**src/pqdk_pkg.sv**
```systemverilog
`timescale 1ns / 1ps

package pqdk_pkg;

  localparam int ID_W   = 16;
  localparam int PRI_W  = 16;
  localparam int STAT_W = 3;
  localparam int CNT_W  = 5;

  typedef enum logic [1:0] {
    CMD_INSERT  = 2'd0,
    CMD_REMOVE  = 2'd1,
    CMD_UPGRADE = 2'd2,
    CMD_CLEAR   = 2'd3
  } cmd_t;

  localparam logic [STAT_W-1:0] ST_OK         = 3'd0;
  localparam logic [STAT_W-1:0] ST_EMPTY      = 3'd1;
  localparam logic [STAT_W-1:0] ST_NOT_FOUND  = 3'd2;
  localparam logic [STAT_W-1:0] ST_NOT_URGENT = 3'd3;
  localparam logic [STAT_W-1:0] ST_FULL       = 3'd4;

  typedef struct packed {
    cmd_t             cmd;
    logic [ID_W-1:0]  entry_id;
    logic [PRI_W-1:0] entry_priority;
  } item_in_t;

  typedef struct packed {
    logic [STAT_W-1:0] status;
    logic [ID_W-1:0]   removed_id;
    logic [ID_W-1:0]   front_id;
    logic [PRI_W-1:0]  front_priority;
    logic              is_empty;
    logic [CNT_W-1:0]  entry_count;
  } item_out_t;

  // one slot of the queue
  typedef struct packed {
    logic [ID_W-1:0]  id;
    logic [PRI_W-1:0] pri;
  } slot_t;

  typedef enum logic [1:0] {
    CELL_HOLD,
    CELL_INSERT,
    CELL_POP,
    CELL_TAKE_OUT
  } cell_op_t;

  // broadcast to every cell
  typedef struct packed {
    cell_op_t         op;
    logic [ID_W-1:0]  key_id;
    logic [PRI_W-1:0] key_pri;
  } cell_ctl_t;

endpackage

```
**src/pqdk_cell.sv**
```systemverilog
`timescale 1ns / 1ps

module pqdk_cell #(
  parameter int INDEX = 0,
  parameter int CW    = 5
) (
  input  logic               clk,
  input  pqdk_pkg::cell_ctl_t ctl,
  input  logic [CW-1:0]      count,
  input  pqdk_pkg::slot_t    left,
  input  logic               left_after,
  input  pqdk_pkg::slot_t    right,
  input  logic               seen_in,
  input  logic [pqdk_pkg::PRI_W-1:0] found_pri_in,
  output pqdk_pkg::slot_t    slot,
  output logic               after,
  output logic               seen_out,
  output logic [pqdk_pkg::PRI_W-1:0] found_pri_out
);
  import pqdk_pkg::*;

  localparam logic [CW-1:0] IDX = CW'(INDEX);

  logic  held;
  logic  match;
  slot_t slot_next;

  assign held          = count > IDX;
  assign after         = held && (slot.pri <= ctl.key_pri);
  assign match         = held && (slot.id == ctl.key_id);
  assign seen_out      = seen_in || match;
  assign found_pri_out = seen_in ? found_pri_in : slot.pri;

  always_comb begin
    slot_next = slot;
    unique case (ctl.op)
      CELL_HOLD: begin
        slot_next = slot;
      end
      CELL_INSERT: begin
        // slots of lower or equal priority stay, the rest move one place back
        if (!after) begin
          slot_next = left_after ? slot_t'{id: ctl.key_id, pri: ctl.key_pri} : left;
        end
      end
      CELL_POP: begin
        slot_next = right;
      end
      CELL_TAKE_OUT: begin
        // close the gap from the first matching slot onwards
        if (seen_out) begin
          slot_next = right;
        end
      end
      default: begin
        slot_next = slot;
      end
    endcase
  end

  always_ff @(posedge clk) begin
    slot <= slot_next;
  end

endmodule

```
**src/priority_queue_decrease_key.sv**
```systemverilog
`timescale 1ns / 1ps

// channel   | ports                 | handshake
// ----------+-----------------------+------------------------------------------
// command   | start, busy, item     | item taken at an edge with start & !busy
// result    | done, result          | done marks each item's result, high for a single cycle
//
// insert, remove front, clear and a refused upgrade make one pass through the cell row,
// then the result cycle, in which the next item may already be taken
// an upgrade that moves an entry makes a take-out pass and an insert pass
// through the row, then the result cycle
// reset empties the queue; slot contents are not cleared, only the count
// the receiver cannot stall: a result is shown for exactly one cycle

module priority_queue_decrease_key #(
  parameter int DEPTH = 16
) (
  input  logic                clk,
  input  logic                rst,
  input  logic                start,
  output logic                busy,
  input  pqdk_pkg::item_in_t  item,
  output logic                done,
  output pqdk_pkg::item_out_t result
);
  import pqdk_pkg::*;

  localparam int CW = $clog2(DEPTH + 1);
  localparam logic [CW-1:0] FULL_COUNT = CW'(DEPTH);

  // sequencer states, one-hot
  typedef enum logic [2:0] {
    S_IDLE  = 3'b001,
    S_PASS1 = 3'b010,
    S_PASS2 = 3'b100
  } state_t;

  state_t            state, state_next;
  item_in_t          cur;
  logic [CW-1:0]     count, count_next;
  logic [STAT_W-1:0] status, status_next;
  logic [ID_W-1:0]   removed, removed_next;
  logic              done_next;
  cell_ctl_t         ctl;

  // cell row wiring
  slot_t              cell_slot      [DEPTH];
  logic               cell_after     [DEPTH];
  logic               cell_seen      [DEPTH];
  logic [PRI_W-1:0]   cell_found_pri [DEPTH];

  logic accept;

  assign busy   = (state != S_IDLE);
  assign accept = start && !busy;

  genvar g;
  generate
    for (g = 0; g < DEPTH; g++) begin : g_cell
      slot_t            left_slot;
      logic             left_after;
      slot_t            right_slot;
      logic             seen_in;
      logic [PRI_W-1:0] found_pri_in;

      if (g == 0) begin : g_head
        // the head cell sees an open boundary on its left
        assign left_slot    = '0;
        assign left_after   = 1'b1;
        assign seen_in      = 1'b0;
        assign found_pri_in = '0;
      end else begin : g_body
        assign left_slot    = cell_slot[g-1];
        assign left_after   = cell_after[g-1];
        assign seen_in      = cell_seen[g-1];
        assign found_pri_in = cell_found_pri[g-1];
      end

      if (g == DEPTH - 1) begin : g_tail
        assign right_slot = '0;
      end else begin : g_inner
        assign right_slot = cell_slot[g+1];
      end

      pqdk_cell #(
        .INDEX (g),
        .CW    (CW)
      ) u_cell (
        .clk           (clk),
        .ctl           (ctl),
        .count         (count),
        .left          (left_slot),
        .left_after    (left_after),
        .right         (right_slot),
        .seen_in       (seen_in),
        .found_pri_in  (found_pri_in),
        .slot          (cell_slot[g]),
        .after         (cell_after[g]),
        .seen_out      (cell_seen[g]),
        .found_pri_out (cell_found_pri[g])
      );
    end
  endgenerate

  // command decode and sequencing
  always_comb begin
    state_next   = state;
    count_next   = count;
    status_next  = status;
    removed_next = removed;
    done_next    = 1'b0;
    ctl.op       = CELL_HOLD;
    ctl.key_id   = cur.entry_id;
    ctl.key_pri  = cur.entry_priority;

    unique case (state)
      S_IDLE: begin
        if (accept) begin
          state_next = S_PASS1;
        end
      end
      S_PASS1: begin
        status_next  = ST_OK;
        removed_next = '0;
        done_next    = 1'b1;
        state_next   = S_IDLE;
        unique case (cur.cmd)
          CMD_INSERT: begin
            if (count == FULL_COUNT) begin
              status_next = ST_FULL;
            end else begin
              ctl.op     = CELL_INSERT;
              count_next = count + CW'(1);
            end
          end
          CMD_REMOVE: begin
            if (count == '0) begin
              status_next = ST_EMPTY;
            end else begin
              ctl.op       = CELL_POP;
              removed_next = cell_slot[0].id;
              count_next   = count - CW'(1);
            end
          end
          CMD_UPGRADE: begin
            // the tail cell carries the search result of the whole row
            if (!cell_seen[DEPTH-1]) begin
              status_next = ST_NOT_FOUND;
            end else if (cell_found_pri[DEPTH-1] <= cur.entry_priority) begin
              status_next = ST_NOT_URGENT;
            end else begin
              ctl.op     = CELL_TAKE_OUT;
              count_next = count - CW'(1);
              done_next  = 1'b0;
              state_next = S_PASS2;
            end
          end
          CMD_CLEAR: begin
            count_next = '0;
          end
          default: begin
            count_next = count;
          end
        endcase
      end
      S_PASS2: begin
        // reinsert the upgraded entry at its new priority
        ctl.op     = CELL_INSERT;
        count_next = count + CW'(1);
        done_next  = 1'b1;
        state_next = S_IDLE;
      end
      default: begin
        state_next = S_IDLE;
      end
    endcase
  end

  always_ff @(posedge clk) begin
    if (rst) begin
      state <= S_IDLE;
      count <= '0;
      done  <= 1'b0;
    end else begin
      state <= state_next;
      count <= count_next;
      done  <= done_next;
    end
  end

  // payload registers
  always_ff @(posedge clk) begin
    if (accept) begin
      cur <= item;
    end
    status  <= status_next;
    removed <= removed_next;
  end

  // front is read straight from the head cell
  always_comb begin
    result.status         = status;
    result.removed_id     = removed;
    result.front_id       = (count != '0) ? cell_slot[0].id : '0;
    result.front_priority = (count != '0) ? cell_slot[0].pri : '0;
    result.is_empty       = (count == '0);
    result.entry_count    = CNT_W'(count);
  end

endmodule

```
**config.mk**
```make
export PLATFORM = sky130hd
export DESIGN_NAME = priority_queue_decrease_key
export DESIGN_NICKNAME = d
export VERILOG_FILES = /design/src/pqdk_pkg.sv /design/src/pqdk_cell.sv /design/src/priority_queue_decrease_key.sv
export SDC_FILE = /design/constraint.sdc
export NUM_CORES = 2
export LEC_CHECK = 0
export ABC_AREA = 1
export BUFFER_PORTS_ARGS = -buffer_cell sky130_fd_sc_hd__buf_2
export CAP_MARGIN = 20
export CORE_MARGIN = 1
export CORE_UTILIZATION = 50
export DETAILED_ROUTE_END_ITERATION = 8
export MAX_ROUTING_LAYER = met4
export PLACE_DENSITY = 0.67
export SLEW_MARGIN = 40
export SYNTH_ARGS = -nofsm -noshare
export SYNTH_HDL_FRONTEND = slang
export SYNTH_SLANG_ARGS = --single-unit
```
**constraint.sdc**
```tcl
create_clock -name clk -period 11.6 [get_ports clk]
set_clock_uncertainty 0.1 [all_clocks]
set_input_delay 0.58 -clock clk [delete_from_list [all_inputs] [get_ports clk]]
set_output_delay 0.58 -clock clk [all_outputs]
set_load 0.02 [all_outputs]
```
==> flow_metrics.py <==
metrics = {
    "worst_setup_path": {
        "r2r_slack_ns": 2.57,
        "crit_end": "g_cell[3].u_cell.slot[20]$_DFFE_PP_",
        "crit_path_frequent_cell": "nand2_1",
        "cp.arrival_ns": 9.23,
        "crit_path_start": "ctl[23]$_DFFE_PP_",
        "regToRegEndpoint": "g_cell[3].u_cell.slot[20]$_DFFE_PP_",
        "ff2ff_path_depth": 32,
        "cp_data_required_time_ns": 11.81,
        "start_kind": "flop",
        "crit_type": "reg2reg",
        "cp_slowest_cell": "nand2_1",
        "max_stage_delay_ns": 0.73,
        "reg2reg_from": "ctl[23]$_DFFE_PP_",
        "cp-end-kind": "flop",
        "path_max_fanout": 104,
    },
    "placement": {
        "gp_congestion": 0.9776,
        "placed_area_um2": 42300,
        "hpwl_um": 96290,
        "port_buffers": 95,
        "dp_slack_ns": 2.952,
    },
    "logic_synthesis": {
        "yosys.area.top_type": "edfxtp_1",
        "syn_inst": 5017,
        "ys_top_cells_by_area": "edfxtp_1, nand2_1, ha_1, o211ai_1, inv_1",
        "ys_seq_area_share_pct": 41.40,
        "yosys_warnings": 0,
        "syn-num-nets": 5336,
        "avgSynthCellArea_um2": 8.256,
        "synth-main-ff-cell": "edfxtp_1",
        "synth.cell_area_um2": 41420,
        "netlist.area_leader.share_pct": 40.96,
        "ys_types": 60,
        "async_flop_share_pct": 0,
        "synth_edf_count": 565,
        "yosys_register_bits": 574,
    },
    "floorplanning": {
        "die_y_um": 289.8,
        "initial_core_util_pct": 50.52,
        "row_count": 105,
        "die_x_um": 289.8,
        "core_area_um2": 81980,
        "dieArea_um2": 83990,
        "io_pins": 96,
    },
    "grt": {
        "grt-ovfl-total": 0,
        "grtUsageTotal_pct": 31.80,
        "grt_pass1_wl_um": 203100,
        "grt_start_max_net_pins": 220,
        "grt_pass1_vias": 34020,
        "antenna_found_initial": 2,
    },
    "clock_tree": {
        "cts_setup_buffers": 0,
        "cts_buffer_depth": 3,
        "clkSlewWorstSetupHoldPaths_ns": 0.06,
        "cts_resized": 0,
        "cts_hold_buf": 0,
        "root_buffer": "clkbuf_16",
        "cts_inserted_buffers": 68,
        "cts_tree": "yes",
        "cts.htree.levels": 3,
        "clk_latency_ns": 0.63,
        "cts.sinks": 574,
    },
    "drt": {
        "top_layer_used": "met4",
        "wirelength_um": 132500,
        "met1_length_um": 56500,
        "routedWlPerCell_um": 21.86,
        "detailedRoute.firstPassIterationCount": 9,
        "dr_wl_met3_um": 12130,
        "drt-initial-drc-count": 4474,
        "drtAntennaViolNets": 0,
        "drc": 0,
        "wl_met2_um": 58460,
        "num_vias": 36290,
        "viasPerCell": 5.987,
    },
    "timing": {
        "fin_crit_ns": 9.026,
        "final-setup-viol-count": 0,
        "final.setup.worst_slack_ns": 2.574,
        "drv_slew": 0,
        "fmax_mhz": 110.8,
        "rsz0062_at_grt": "no",
        "worst_pin_slew_ns": 0.8659,
        "fin_setup_tns_ns": 0,
        "final_hold_viol_count": 0,
        "slew_headroom_pct": 40.78,
        "fin_crit_sh_pct": 77.81,
    },
    "run_status": {
        "status": "finished clean",
    },
    "pwr": {
        "comb_power_share_pct": 11.7,
        "p_per_area_nw_per_um2": 113.7,
        "p_sw_share_pct": 26.71,
        "clockPowerShare_pct": 42.3,
        "seqPwrFrac_pct": 46.0,
        "p_int_mw": 3.707,
        "p_sw_mw": 1.351,
        "vdd_ir_drop_max_uv": 80.59,
        "p_leak_nw": 19.56,
    },
    "final_layout": {
        "mostFrequentLayoutCells": "nand2_1, inv_1, edfxtp_1",
        "nNetsFinal": 5257,
        "final_common_cell": "nand2_1",
        "final_cell_area_um2": 44480,
        "layout-drive-gt1-share_pct": 6.633,
        "final_core_util_pct": 54.26,
        "area_delta_synth_final_pct": 7.395,
        "fillers": 7586,
    },
    "min_path": {
        "worst_hold_path_type": "in2reg",
    },
    "flow_run": {
        "drv_cap": 0,
    },
}
[sequential cells by signal, summed over array words and instances, names as in the netlist]
| register | flops |
|---|---|
| ctl | 32 |
| status | 3 |
| state | 3 |
| count | 5 |
| done | 1 |
| cur | 2 |
| removed | 16 |
| g_cell.u_cell.slot | 512 |
[logic make-up (layout without fill, tap and decap cells)]
group / count (synthesis) / after routing / synth area share (%)
fa+ha+maj: 282 / 282 / 8.519
compound gates: 1412 / 1412 / 20.78
other cells: 0 / 1 / 0
xor+xnor: 141 / 141 / 2.982
simple gates: 1612 / 1612 / 16.06
mux: 1 / 1 / 0.02417
flops: 574 / 574 / 41.40
buf+inv: 995 / 968 / 10.24
[worst max-delay path, delay by kind of cell, from the launching register on]
family	cells	cell delay (ns)
DFF	1	0.32
adders and majority gates	1	0.29
AOI/OAI and AO/OA	8	1.52
buffers and inverters	6	2.41
and+or+nand+nor	17	3.90
[worst min-delay path by stage]
| stage | from | end | cells past startpoint |
|---|---|---|---|
| after floorplan | state[2]$_SDFFE_PP0P_ | done$_SDFF_PP0_ | 2 |
| after global placement | g_cell[15].u_cell.slot[24]$_SDFFCE_PP0P_ | g_cell[14].u_cell.slot[24]$_DFFE_PP_ | 2 |
| after detailed placement | state[1]$_SDFFE_PP0P_ | state[0]$_SDFFE_PP1P_ | 2 |
| after CTS | item[27] | ctl[27]$_DFFE_PP_ | 1 |
| after global routing | item[27] | ctl[27]$_DFFE_PP_ | 1 |
| final | item[27] | ctl[27]$_DFFE_PP_ | 1 |
[area by class of cell]
cell class / count / area (µm²) / area share [%]
Sequential cell: 574 / 17150 / 38.55
Clock inverter: 35 / 289.0 / 0.6498
Multi-Input combinational cell: 3448 / 20140 / 45.27
Clock buffer: 87 / 1858 / 4.177
Antenna cell: 1 / 2.502 / 0.005626
Timing Repair Buffer: 187 / 1235 / 2.776
Inverter: 659 / 2476 / 5.567
Tap cell: 1070 / 1339 / 3.010
[per-stage QoR]
step           total power [mW]  cells  hold WS [ns]
3_5_place_dp              2.947   5937        0.4704
2_1_floorplan             2.753   5017        0.4261
5_1_grt                   5.209   6061       0.02075
3_3_place_gp              2.933   5936        0.4705
6_report                  5.058   6061       0.02377
4_1_cts                   5.065   6059      0.006617
[per-layer routing]
metal	vias up	track usage [%]
li1	17380	-
met1	16750	43.59
met2	1866	47.71
met3	295	4.082
met4	0	12.79
met5	-	-
[power by group through the flow]
stage	Combinational [mW]	Sequential, mW	Clock [mW]
6_report	0.594	2.33	2.14
5_1_grt	0.653	2.33	2.23
4_1_cts	0.583	2.32	2.16
3_5_place_dp	0.579	2.37	0
3_3_place_gp	0.565	2.37	0
2_1_floorplan	0.400	2.35	0
[synth_stat cells (4+ instances only)]
cell type  number
nand2_1      1139
inv_1         650
edfxtp_1      565
o21ai_1       461
o211ai_1      433
ha_1          282
o21ai_0       203
nor2_1        202
clkbuf_1      199
a21oi_1       150
nand3_1       106
xor2_1         82
nand4_1        68
buf_2          61
xnor2_1        59
buf_6          47
a211oi_1       41
nor3_1         40
o22ai_1        32
o221ai_1       31
nor4_1         24
buf_4          14
o2111ai_1      14
buf_1          12
a221oi_1       11
dfxtp_1         9
o21a_1          8
o21bai_1        8
inv_2           7
a31oi_1         5
a32o_1          4
nor2_4          4
Note: power is estimated with default switching activity, not from simulation.
